## src/rtl/hrhp_pkg.sv

```systemverilog
// shared types, codes and character tables for the request header parser
package hrhp_pkg;

  // request byte counter width, saturates at all ones
  localparam int unsigned COUNT_BITS = 16;
  localparam int unsigned LIMIT_W    = 16;
  localparam int unsigned CMP_W      = (COUNT_BITS > LIMIT_W) ? COUNT_BITS : LIMIT_W;
  localparam int unsigned PROD_W     = LIMIT_W + 4;

  localparam int unsigned IDX_W         = 4;
  localparam int unsigned NAME_CHARS    = 14;
  localparam int unsigned VERSION_CHARS = 5;
  localparam int unsigned IDX_MAX       = (1 << IDX_W) - 1;

  localparam logic [LIMIT_W-1:0] DEFAULT_LIMIT = LIMIT_W'(8 * 1024);

  // configuration register indexes
  localparam int unsigned    CFG_IDX_W        = 8;
  localparam logic [CFG_IDX_W-1:0] REG_MAX_HEADER = CFG_IDX_W'(0);
  localparam logic [CFG_IDX_W-1:0] REG_MAX_BODY   = CFG_IDX_W'(1);

  // characters
  localparam logic [7:0] CH_CR    = 8'h0D;
  localparam logic [7:0] CH_LF    = 8'h0A;
  localparam logic [7:0] CH_SP    = 8'h20;
  localparam logic [7:0] CH_TAB   = 8'h09;
  localparam logic [7:0] CH_COLON = 8'h3A;
  localparam logic [7:0] CH_0     = 8'h30;
  localparam logic [7:0] CH_9     = 8'h39;
  localparam logic [7:0] CH_UP_A  = 8'h41;
  localparam logic [7:0] CH_UP_Z  = 8'h5A;
  localparam logic [7:0] CASE_OFS = 8'h20;

  typedef enum logic [1:0] {
    PH_LINE = 2'd0,
    PH_HEAD = 2'd1,
    PH_BODY = 2'd2,
    PH_DONE = 2'd3
  } phase_e;

  typedef enum logic [1:0] {
    FLD_METHOD = 2'd0,
    FLD_TARGET = 2'd1,
    FLD_REST   = 2'd2
  } field_e;

  typedef enum logic [1:0] {
    VAL_LEAD   = 2'd0,
    VAL_DIGITS = 2'd1,
    VAL_TRAIL  = 2'd2,
    VAL_BAD    = 2'd3
  } value_e;

  typedef enum logic [1:0] {
    ST_INCOMPLETE = 2'd0,
    ST_COMPLETE   = 2'd1,
    ST_MALFORMED  = 2'd2,
    ST_FINISHED   = 2'd3
  } status_e;

  typedef enum logic [2:0] {
    ROLE_METHOD  = 3'd0,
    ROLE_TARGET  = 3'd1,
    ROLE_REST    = 3'd2,
    ROLE_HEADER  = 3'd3,
    ROLE_TERM    = 3'd4,
    ROLE_BODY    = 3'd5,
    ROLE_IGNORED = 3'd6
  } role_e;

  // lower case header name being matched
  function automatic logic [7:0] name_char(input logic [IDX_W-1:0] idx);
    logic [7:0] c;
    case (idx)
      4'd0:    c = 8'h63; // c
      4'd1:    c = 8'h6F; // o
      4'd2:    c = 8'h6E; // n
      4'd3:    c = 8'h74; // t
      4'd4:    c = 8'h65; // e
      4'd5:    c = 8'h6E; // n
      4'd6:    c = 8'h74; // t
      4'd7:    c = 8'h2D; // -
      4'd8:    c = 8'h6C; // l
      4'd9:    c = 8'h65; // e
      4'd10:   c = 8'h6E; // n
      4'd11:   c = 8'h67; // g
      4'd12:   c = 8'h74; // t
      4'd13:   c = 8'h68; // h
      default: c = 8'h00;
    endcase
    return c;
  endfunction

  // protocol tag that opens the version
  function automatic logic [7:0] version_char(input logic [IDX_W-1:0] idx);
    logic [7:0] c;
    case (idx)
      4'd0:    c = 8'h48; // H
      4'd1:    c = 8'h54; // T
      4'd2:    c = 8'h54; // T
      4'd3:    c = 8'h50; // P
      4'd4:    c = 8'h2F; // /
      default: c = 8'h00;
    endcase
    return c;
  endfunction

endpackage

```

## src/rtl/http_request_header_parser.sv

```systemverilog
// request header parser: byte role tagging, request line and content-length checks
// an accepted request byte's result is held in the output register from the next cycle
// throughput: one byte per cycle unless stalled; state update: one logic pass per byte
// a byte is taken while the output register is empty or being emptied in the same cycle
// reset: asynchronous active low; parser state cleared, both limits set to 8192
// op set on a byte restarts the parser without touching the limits
module http_request_header_parser
  import hrhp_pkg::*;
(
  input  logic                 clk_i,
  input  logic                 rst_ni,
  // configuration writes
  input  logic                 cfg_valid_i,
  output logic                 cfg_ready_o,
  input  logic [CFG_IDX_W-1:0] cfg_index_i,
  input  logic [LIMIT_W-1:0]   cfg_data_i,
  // request bytes in
  input  logic                 s_axis_tvalid_i,
  output logic                 s_axis_tready_o,
  input  logic [7:0]           s_axis_tdata_i,  // [7:0] data_byte
  input  logic                 s_axis_tuser_i,  // [0] op
  // tagged bytes out
  output logic                 m_axis_tvalid_o,
  input  logic                 m_axis_tready_i,
  output logic [31:0]          m_axis_tdata_o   // [1:0] status, [4:2] role,
                                                // [12:5] data_out, [28:13] body_length
);

  logic [LIMIT_W-1:0]    max_header_q, max_body_q;
  phase_e                phase_q, phase_d;
  logic [COUNT_BITS-1:0] count_q, count_d;
  logic [1:0]            crlf_q, crlf_d;
  field_e                field_q, field_d;
  logic [IDX_W-1:0]      idx_q, idx_d;
  logic                  match_q, match_d;
  value_e                val_q, val_d;
  logic [LIMIT_W-1:0]    digit_q, digit_d;
  logic [LIMIT_W-1:0]    len_q, len_d;
  logic                  bad_q, bad_d;
  logic [LIMIT_W-1:0]    left_q, left_d;
  logic [LIMIT_W-1:0]    left_dec;

  logic                  out_valid_q;
  logic [31:0]           out_data_q;

  logic                  in_accept;
  logic [7:0]            b;
  logic                  line_brk, term, is_space, is_digit;
  logic [7:0]            low_b;
  logic [PROD_W-1:0]     prod;
  status_e               status_c;
  role_e                 role_c;

  assign cfg_ready_o     = 1'b1;
  assign s_axis_tready_o = !out_valid_q || m_axis_tready_i;
  assign in_accept       = s_axis_tvalid_i && s_axis_tready_o;
  assign b               = s_axis_tdata_i;

  // byte classification
  assign line_brk = (b == CH_LF) && ((crlf_q == 2'd1) || (crlf_q == 2'd3));
  assign term     = (b == CH_LF) && (crlf_q == 2'd3);
  assign is_space = (b == CH_SP) || (b == CH_TAB) || (b == CH_CR) || (b == CH_LF);
  assign is_digit = (b >= CH_0) && (b <= CH_9);
  assign low_b    = ((b >= CH_UP_A) && (b <= CH_UP_Z)) ? (b + CASE_OFS) : b;
  assign prod     = (PROD_W'(digit_q) << 3) + (PROD_W'(digit_q) << 1)
                    + PROD_W'(b - CH_0);
  assign left_dec = (left_q != '0) ? (left_q - LIMIT_W'(1)) : left_q;

  // next parser state and result for the byte on the input
  always_comb begin
    phase_d  = phase_q;
    count_d  = count_q;
    crlf_d   = crlf_q;
    field_d  = field_q;
    idx_d    = idx_q;
    match_d  = match_q;
    val_d    = val_q;
    digit_d  = digit_q;
    len_d    = len_q;
    bad_d    = bad_q;
    left_d   = left_q;
    status_c = ST_INCOMPLETE;
    role_c   = ROLE_IGNORED;

    if (s_axis_tuser_i) begin
      // restart: clear everything but the limits
      phase_d = PH_LINE;
      count_d = '0;
      crlf_d  = 2'd0;
      field_d = FLD_METHOD;
      idx_d   = '0;
      match_d = 1'b1;
      val_d   = VAL_LEAD;
      digit_d = '0;
      len_d   = '0;
      bad_d   = 1'b0;
      left_d  = '0;
    end else begin
      case (phase_q)
        PH_DONE: begin
          status_c = ST_FINISHED;
        end
        PH_BODY: begin
          role_c = ROLE_BODY;
          left_d = left_dec;
          if (left_dec == '0) begin
            status_c = ST_COMPLETE;
            phase_d  = PH_DONE;
          end
        end
        default: begin
          // crlf tracker
          if (b == CH_CR) begin
            crlf_d = (crlf_q == 2'd2) ? 2'd3 : 2'd1;
          end else if ((b == CH_LF) && (crlf_q == 2'd1)) begin
            crlf_d = 2'd2;
          end else begin
            crlf_d = 2'd0;
          end

          if (phase_q == PH_LINE) begin
            // request line
            if (line_brk) begin
              if (field_q == FLD_REST) begin
                if (idx_q < IDX_W'(VERSION_CHARS)) bad_d = 1'b1;
              end else begin
                bad_d = 1'b1;
              end
              phase_d = PH_HEAD;
              idx_d   = '0;
              match_d = 1'b1;
              val_d   = VAL_LEAD;
              digit_d = '0;
              role_c  = ROLE_REST;
            end else if (field_q == FLD_METHOD || field_q == FLD_TARGET) begin
              if (b == CH_SP) begin
                if (idx_q == '0) bad_d = 1'b1;
                field_d = (field_q == FLD_METHOD) ? FLD_TARGET : FLD_REST;
                idx_d   = '0;
                role_c  = ROLE_REST;
              end else begin
                if (idx_q != IDX_W'(IDX_MAX)) idx_d = idx_q + IDX_W'(1);
                role_c = (field_q == FLD_METHOD) ? ROLE_METHOD : ROLE_TARGET;
              end
            end else begin
              if (idx_q < IDX_W'(VERSION_CHARS)) begin
                if (b == version_char(idx_q)) idx_d = idx_q + IDX_W'(1);
                else                          bad_d = 1'b1;
              end
              role_c = ROLE_REST;
            end
          end else if (term) begin
            role_c = ROLE_TERM;
          end else if (line_brk) begin
            // end of a header line: take or reject a content-length value
            if (match_q && (idx_q == IDX_W'(NAME_CHARS + 1))) begin
              if (val_q == VAL_LEAD || val_q == VAL_BAD) bad_d = 1'b1;
              else                                        len_d = digit_q;
            end
            idx_d   = '0;
            match_d = 1'b1;
            val_d   = VAL_LEAD;
            digit_d = '0;
            role_c  = ROLE_HEADER;
          end else begin
            role_c = ((b == CH_CR) && (crlf_q == 2'd2)) ? ROLE_TERM : ROLE_HEADER;
            if (match_q) begin
              if (idx_q < IDX_W'(NAME_CHARS)) begin
                if (low_b == name_char(idx_q)) idx_d   = idx_q + IDX_W'(1);
                else                           match_d = 1'b0;
              end else if (idx_q == IDX_W'(NAME_CHARS)) begin
                if (b == CH_COLON) idx_d   = IDX_W'(NAME_CHARS + 1);
                else               match_d = 1'b0;
              end else if (val_q != VAL_BAD) begin
                // value digits, trimmed of whitespace
                if (is_space) begin
                  if (val_q == VAL_DIGITS) val_d = VAL_TRAIL;
                end else if (is_digit && (val_q != VAL_TRAIL)) begin
                  if (prod > PROD_W'(max_body_q)) begin
                    val_d = VAL_BAD;
                  end else begin
                    digit_d = prod[LIMIT_W-1:0];
                    val_d   = VAL_DIGITS;
                  end
                end else begin
                  val_d = VAL_BAD;
                end
              end
            end
          end

          // terminator, size limit and byte count
          if (term) begin
            crlf_d = 2'd0;
            if (bad_d) begin
              status_c = ST_MALFORMED;
              phase_d  = PH_DONE;
            end else if (len_d == '0) begin
              status_c = ST_COMPLETE;
              phase_d  = PH_DONE;
            end else begin
              left_d  = len_d;
              phase_d = PH_BODY;
            end
          end else if (CMP_W'(count_q) >= CMP_W'(max_header_q)) begin
            status_c = ST_MALFORMED;
            phase_d  = PH_DONE;
          end else if (count_q != '1) begin
            count_d = count_q + COUNT_BITS'(1);
          end
        end
      endcase
    end
  end

  // limit registers
  always_ff @(posedge clk_i or negedge rst_ni) begin
    if (!rst_ni) begin
      max_header_q <= DEFAULT_LIMIT;
      max_body_q   <= DEFAULT_LIMIT;
    end else if (cfg_valid_i) begin
      if (cfg_index_i == REG_MAX_HEADER) max_header_q <= cfg_data_i;
      if (cfg_index_i == REG_MAX_BODY)   max_body_q   <= cfg_data_i;
    end
  end

  // parser state
  always_ff @(posedge clk_i or negedge rst_ni) begin
    if (!rst_ni) begin
      phase_q <= PH_LINE;
      count_q <= '0;
      crlf_q  <= 2'd0;
      field_q <= FLD_METHOD;
      idx_q   <= '0;
      match_q <= 1'b1;
      val_q   <= VAL_LEAD;
      digit_q <= '0;
      len_q   <= '0;
      bad_q   <= 1'b0;
      left_q  <= '0;
    end else if (in_accept) begin
      phase_q <= phase_d;
      count_q <= count_d;
      crlf_q  <= crlf_d;
      field_q <= field_d;
      idx_q   <= idx_d;
      match_q <= match_d;
      val_q   <= val_d;
      digit_q <= digit_d;
      len_q   <= len_d;
      bad_q   <= bad_d;
      left_q  <= left_d;
    end
  end

  // output register valid
  always_ff @(posedge clk_i or negedge rst_ni) begin
    if (!rst_ni) begin
      out_valid_q <= 1'b0;
    end else if (in_accept) begin
      out_valid_q <= 1'b1;
    end else if (m_axis_tready_i) begin
      out_valid_q <= 1'b0;
    end
  end

  // output register payload
  always_ff @(posedge clk_i) begin
    if (in_accept) begin
      out_data_q <= {3'b000, len_d, b, role_c, status_c};
    end
  end

  assign m_axis_tvalid_o = out_valid_q;
  assign m_axis_tdata_o  = out_data_q;

endmodule
```

## config.mk

```make
export PLATFORM = sky130hd
export DESIGN_NAME = http_request_header_parser
export DESIGN_NICKNAME = d
export VERILOG_FILES = /design/src/rtl/hrhp_pkg.sv /design/src/rtl/http_request_header_parser.sv
export SDC_FILE = /design/constraint.sdc
export NUM_CORES = 1
export LEC_CHECK = 0
export BUFFER_PORTS_ARGS = -buffer_cell sky130_fd_sc_hd__buf_2
export CAP_MARGIN = 15
export CORE_MARGIN = 1.5
export CORE_UTILIZATION = 30
export DETAILED_ROUTE_END_ITERATION = 16
export GPL_ROUTABILITY_DRIVEN = 0
export PLACE_DENSITY = 0.54
export SLEW_MARGIN = 25
export SYNTH_ARGS = -nofsm -noshare
export SYNTH_HDL_FRONTEND = slang
export SYNTH_SLANG_ARGS = --single-unit
```

## constraint.sdc

```tcl
create_clock -name clk_i -period 4.7 [get_ports clk_i]
set_input_delay 0.705 -clock clk_i [delete_from_list [all_inputs] [get_ports clk_i]]
set_output_delay 0.705 -clock clk_i [all_outputs]
set_load 0.01 [all_outputs]
```

==> results of run 1 <==
-- layout by cell type, fill, tap and decap left out, types with 32 or more instances in the layout --
cell type / n
a21oi_1: 59
buf_2: 65
buf_4: 109
dfrtp_1: 108
ha_1: 56
inv_1: 80
nand2_1: 124
nand3_1: 32
nor2_1: 55
nor3_1: 35
o21ai_0: 58
-- worst max path at each step --
stage	to	depth (start not counted)
finish	digit_q[0]$_DFFE_PN0P_	22
global route	digit_q[4]$_DFFE_PN0P_	22
CTS	digit_q[0]$_DFFE_PN0P_	22
detailed placement	digit_q[4]$_DFFE_PN0P_	22
global placement	digit_q[3]$_DFFE_PN0P_	22
floorplan	digit_q[10]$_DFFE_PN0P_	22
-- layout make-up --
| type | count | share of cell area (%) |
|---|---|---|
| flip-flops and latches | 140 | 29.5 |
| inverters | 82 | 2.48 |
| repair buffers | 179 | 9.88 |
| multi-input cells | 824 | 49.0 |
| clock buffers | 18 | 3.63 |
| well taps | 442 | 4.46 |
| clock inverters | 14 | 1.11 |
-- sequential cells by signal, indices dropped and copies added, names as in the netlist --
| signal | cells |
|---|---|
| m_axis_tdata_o | 29 |
| count_q | 16 |
| digit_q | 16 |
| left_q | 16 |
| len_q | 16 |
| max_body_q | 16 |
| max_header_q | 16 |
| idx_q | 4 |
| crlf_q | 2 |
| field_q | 2 |
| phase_q | 2 |
| val_q | 2 |
| bad_q | 1 |
| m_axis_tvalid_o | 1 |
| match_q | 1 |
-- power by group through the flow --
stage,Sequential [mW],Clock (mW),Combinational [mW]
after floorplan,1.42,0,0.719
after global placement,1.48,0,0.949
after detailed placement,1.48,0,0.960
after CTS,1.46,1.40,0.977
after global routing,1.47,1.45,1.11
final,1.46,1.37,0.995
-- kinds of logic after synthesis --
| kind of cell | count (synthesis) | share of synthesized area, % |
|---|---|---|
| AO/OA/AOI/OAI | 312 | 21.3 |
| XOR/XNOR | 25 | 2.19 |
| adder cells (fa/ha/maj) | 84 | 11.6 |
| buffers and inverters | 137 | 5.99 |
| flip-flops | 140 | 36.5 |
| multiplexers | 41 | 4.40 |
| other | 2 | 0.0751 |
| AND/OR/NAND/NOR | 357 | 17.9 |
-- metal layers --
layer  global-route usage, %  wire length, um
met5                       0                0
met4                    5.39              588
met3                    3.01             1220
met2                    27.8            13200
met1                    23.7            14100
-- stage by stage --
step           setup TNS [ns]  area (sq um)  setup slack [ns]
2_1_floorplan           -3.97         10100            -0.269
3_3_place_gp           -11.08         11500            -0.688
3_5_place_dp           -11.85         11500            -0.733
4_1_cts                -0.847         12200            -0.102
5_1_grt                 -5.26         12400            -0.341
6_report                -1.63         12400            -0.145
-- repair_timing --
item                                   in CTS  in global routing
setup buffers                               8                  7
endpoints found under the hold margin       0                  0
pin swaps                                   7                 11
resized for setup                          19                 34
setup endpoints to repair                  17                 17
hold buffers                                0                  0
gates cloned                                1                  0
==> reports/qor.csv, run 1 <==
metric;value;unit
path_cells;buf_8 -> ha_4 -> xnor2_4 -> fa_1 -> ha_4 -> a21o_1 -> a31o_1 -> o21ai_2 -> or2b_1 -> a21oi_2 -> xor2_2 -> inv_2 -> ha_4 -> nand4_1 -> or2_4 -> o31a_1 -> a21oi_1 -> nand4_1 -> a2111o_1 -> buf_12 -> or3_1 -> nand3_1;
synth_edf_count;29;
path_common_cell;ha_4;
yosys-top-cells-area;dfrtp_1 27%, edfxtp_1 8.7%, ha_1 8.6%;
nFillCells;3349;
relSlewSlack;45.1;%
synth.most_common_cell;nand2_1;
dieArea;34500;sq um
grt_max_degree;56;
comb_power_share;26.1;%
routed_via_density;5.20;
clkLatencyLatePin;0.44;ns
die_y;186;um
synth_cells;1098;
gr-total-overflow;0;
drive_gt1_share;24.8;%
ys_warn_count;0;
clkTransAtPathRegs;0.07;ns
critPathBufInv;3;
final_nets;1366;
rr_endpoint;digit_q[0]$_DFFE_PN0P_;
status;finished with violations;
final_core_util;37.9;%
cts_tree;done;
fin_skew;0.0112;ns
ff2ff_path_depth;20;
finalNonFillerCells;1699;
dr.pass1.iters;7;
dr_total_vias;8835;
drc;0;
multiInputGateArea;6070;sq um
start_kind;primary input;
start_util;30.6;%
critPathRequiredTime;5.07;ns
hold_path_class;in -> async;
synth_top_area_share;27.0;%
core_area;32700;sq um
clk_path_buf_depth;2;
globalRouteTotalUtil;17.3;%
max-vdd-ir-drop;269;uV
drtIter0Drc;618;
crit_fanout;20;
wl_per_cell;17.1;um
power;3.82;mW
syn_area;10000;sq um
cts_root_buffer;clkbuf_16;
detail-route-antenna-nets;0;
num_rows;66;
synthArstFlopShare;79.3;%
grt_pass1_vias;8492;
fmaxAchievable;0.206;GHz
hold_viol_final;0;
cts_sinks;140;
synth_common_cells;124 x nand2_1, 108 x dfrtp_1, 82 x inv_1;
yosysTopAreaCell;dfrtp_1;
maxSlewViolCount;0;
path_delay_family;compound AO/OA/AOI/OAI gates;
antenna_cells;0;
violations;setup timing;
arrival;5.21;ns
fin_crit;4.84;ns
antenna_found_initial;0;
seq_area;3650;sq um
critPathKind;in -> reg;
period_share;103;%
ys_types;91;
yosysSeqAreaShare;36.5;%
worst_slew_pin_slew;0.822;ns
setup_viol;17;
p_sw_share;34.6;%
startpoint;s_axis_tdata_i[5];
p_clk_share;35.8;%
leakagePower;5.64;nW
port_buffers;68;
crit_path_max_incr_delay;0.54;ns
synth-seq-cells;140;
numCtsBuffers;17;
r2r_setup_slack;0.06;ns
crit_slowest_cell;fa_1;
ys.flop_type;dfrtp_1;
grt_pass1_wl;46300;um
r2r_start;digit_q[2]$_DFFE_PN0P_;
htreeDepth;4;
worst_hold_slack;0.336;ns
ios;73;
final.setup.worst_slack;-0.145;ns
p_seq_share;38.1;%
p_switching;1.32;mW
die_x;186;um
power_density;308;nW/um^2
cap_violations;0;
dp.final_hpwl;21500;um
area_growth;23.9;%
end_kind;flip-flop;
p_int;2.50;mW
wl;29100;um
postSynthAreaPerCell;9.11;sq um
dp_cells;1651;
rsz0062_at_grt;yes;
Power figures use the tool's default switching activity.
==> run 2: changes to the inputs <==
--- a/config.mk
+++ b/config.mk
@@ -12,6 +12,7 @@
 export DETAILED_ROUTE_END_ITERATION = 16
 export GPL_ROUTABILITY_DRIVEN = 0
 export PLACE_DENSITY = 0.54
+export RECOVER_POWER = 100
 export SLEW_MARGIN = 25
 export SYNTH_ARGS = -nofsm -noshare
 export SYNTH_HDL_FRONTEND = slang
==> run 2 against run 1 <==
Net effect:
- the run still ends with setup timing left
- via count unchanged
- design area barely moved
- routed wire length is essentially flat
- sequential share of layout area is essentially flat
- die area stayed put
- first-iteration DRC count stayed put
- clock skew unchanged
- worst hold slack did not move
- maximum frequency about the same
- worst setup slack about the same
- critical endpoint unchanged
==> reports/qor.csv, run 2 (synthesis results as in run 1) <==
metric;value;unit
mostFrequentLayoutCells;124 x nand2_1, 109 x buf_4, 108 x dfrtp_1;
hold_viol_final;0;
r2r_setup_slack;0.06;ns
core_area;32700;sq um
fin_crit;4.84;ns
drive_gt1_share;24.7;%
maxSlewViolCount;0;
clkTransAtPathRegs;0.07;ns
detail-route-antenna-nets;0;
clkLatencyLatePin;0.44;ns
worst_slew_pin_slew;0.822;ns
dpl-instance-area;11500;sq um
cts_root_buffer;clkbuf_16;
globalRouteTotalUtil;17.3;%
end_kind;flip-flop;
routed_via_density;5.20;
drc;0;
dr_total_vias;8835;
worst_hold_slack;0.336;ns
grt_pass1_wl;46300;um
ff2ff_path_depth;20;
start_util;30.6;%
max-vdd-ir-drop;269;uV
final.setup.worst_slack;-0.145;ns
final_area;12400;sq um
cts_sinks;140;
r2r_start;digit_q[2]$_DFFE_PN0P_;
setup_viol;17;
fin_skew;0.0112;ns
crit_path_max_incr_delay;0.54;ns
fmaxAchievable;0.206;GHz
critPathKind;in -> reg;
path_cells;buf_8 -> ha_4 -> xnor2_4 -> fa_1 -> ha_4 -> a21o_1 -> a31o_1 -> o21ai_2 -> or2b_1 -> a21oi_2 -> xor2_2 -> inv_2 -> ha_4 -> nand4_1 -> or2_4 -> o31a_1 -> a21oi_1 -> nand4_1 -> a2111o_1 -> buf_12 -> or3_1 -> nand3_1;
final_nets;1366;
fin_setup_tns;-1.63;ns
grt_pass1_vias;8492;
drtIter0Drc;618;
largest_reg_flops;29;
cap_violations;0;
numCtsBuffers;17;
crit_fanout;20;
ios;73;
start_kind;primary input;
port_buffers;68;
die_x;186;um
cts_tree;done;
antenna_cells;0;
finalNonFillerCells;1699;
dp.final_hpwl;21500;um
power_density;308;nW/um^2
wl;29100;um
htreeDepth;4;
dr.pass1.iters;7;
violations;setup timing;
leakagePower;5.63;nW
antenna_found_initial;0;
num_rows;66;
dp_slack;-0.733;ns
die_y;186;um
gr-total-overflow;0;
crit_slowest_cell;fa_1;
final_common_cell;nand2_1;
clk_path_buf_depth;2;
arrival;5.21;ns
relSlewSlack;45.1;%
dieArea;34500;sq um
status;finished with violations;
dp_cells;1651;
wl_per_cell;17.1;um
rr_endpoint;digit_q[0]$_DFFE_PN0P_;
grt_max_degree;56;
path_common_cell;ha_4;
critPathRequiredTime;5.07;ns
area_growth;23.9;%
hold_path_class;in -> async;
nFillCells;3350;
period_share;103;%
rsz0062_at_grt;yes;
-- run 2: changes by cell type in the layout (fill, tap and decap cells not counted) --
cell      change
buf_2         -1
clkbuf_1      +1
-- run 2: final cells by class --
cell class	count	area (sq um)	share of cell area [%]
Multi-Input combinational cell	824	6070	49.0
Sequential cell	140	3650	29.5
Timing Repair Buffer	179	1220	9.87
Tap cell	442	553	4.46
Clock buffer	18	450	3.63
Inverter	82	308	2.48
Clock inverter	14	138	1.11
-- run 2: worst max path at each step --
stage	start	end	slack (ns)	depth (start not counted)
after CTS	s_axis_tdata_i[5]	digit_q[0]$_DFFE_PN0P_	-0.10	22
after global routing	s_axis_tdata_i[5]	digit_q[4]$_DFFE_PN0P_	-0.34	22
after detailed placement	s_axis_tdata_i[5]	digit_q[4]$_DFFE_PN0P_	-0.73	22
after global placement	s_axis_tdata_i[5]	digit_q[3]$_DFFE_PN0P_	-0.69	22
after floorplan	s_axis_tdata_i[4]	digit_q[10]$_DFFE_PN0P_	-0.27	22
final	s_axis_tdata_i[5]	digit_q[0]$_DFFE_PN0P_	-0.14	22
-- run 2: power by group --
group	total (mW)	leakage (nW)	internal [mW]	switching, mW
Combinational	0.995	3.62	0.433	0.562
Sequential	1.46	1.72	1.33	0.130
Clock	1.37	0.291	0.738	0.629
-- run 2: timing repair --
item / 4_1_cts / 5_1_grt
pin swaps: 7 / 11
hold buffers: 0 / 0
endpoints found under the setup margin: 17 / 17
setup buffers: 8 / 7
gates cloned: 1 / 0
gates resized for setup: 19 / 34
-- run 2: critical path: cells and delay by family --
family | cells | cell delay, ns
AOI/OAI and AO/OA | 7 | 1.51
adders and majority gates | 4 | 1.19
xor gates and xnor gates | 2 | 0.35
and+or+nand+nor | 6 | 1.10
buffers and inverters | 3 | 0.36
-- run 2: metrics by stage --
stage | total power [mW] | util [%]
floorplan | 2.13 | -
global placement | 2.43 | 35.0
detailed placement | 2.44 | 35.0
CTS | 3.83 | 37.2
global route | 4.03 | 37.9
finish | 3.82 | 37.9
-- run 2: metal layers --
layer | up-vias | global-route usage [%] | share of wire, %
met2 | 219 | 27.8 | 46
met3 | 38 | 3.01 | 4.2
met4 | 0 | 5.39 | 2.0
met1 | 4270 | 23.7 | 48
li1 | 4308 | - | -
met5 | - | 0 | 0
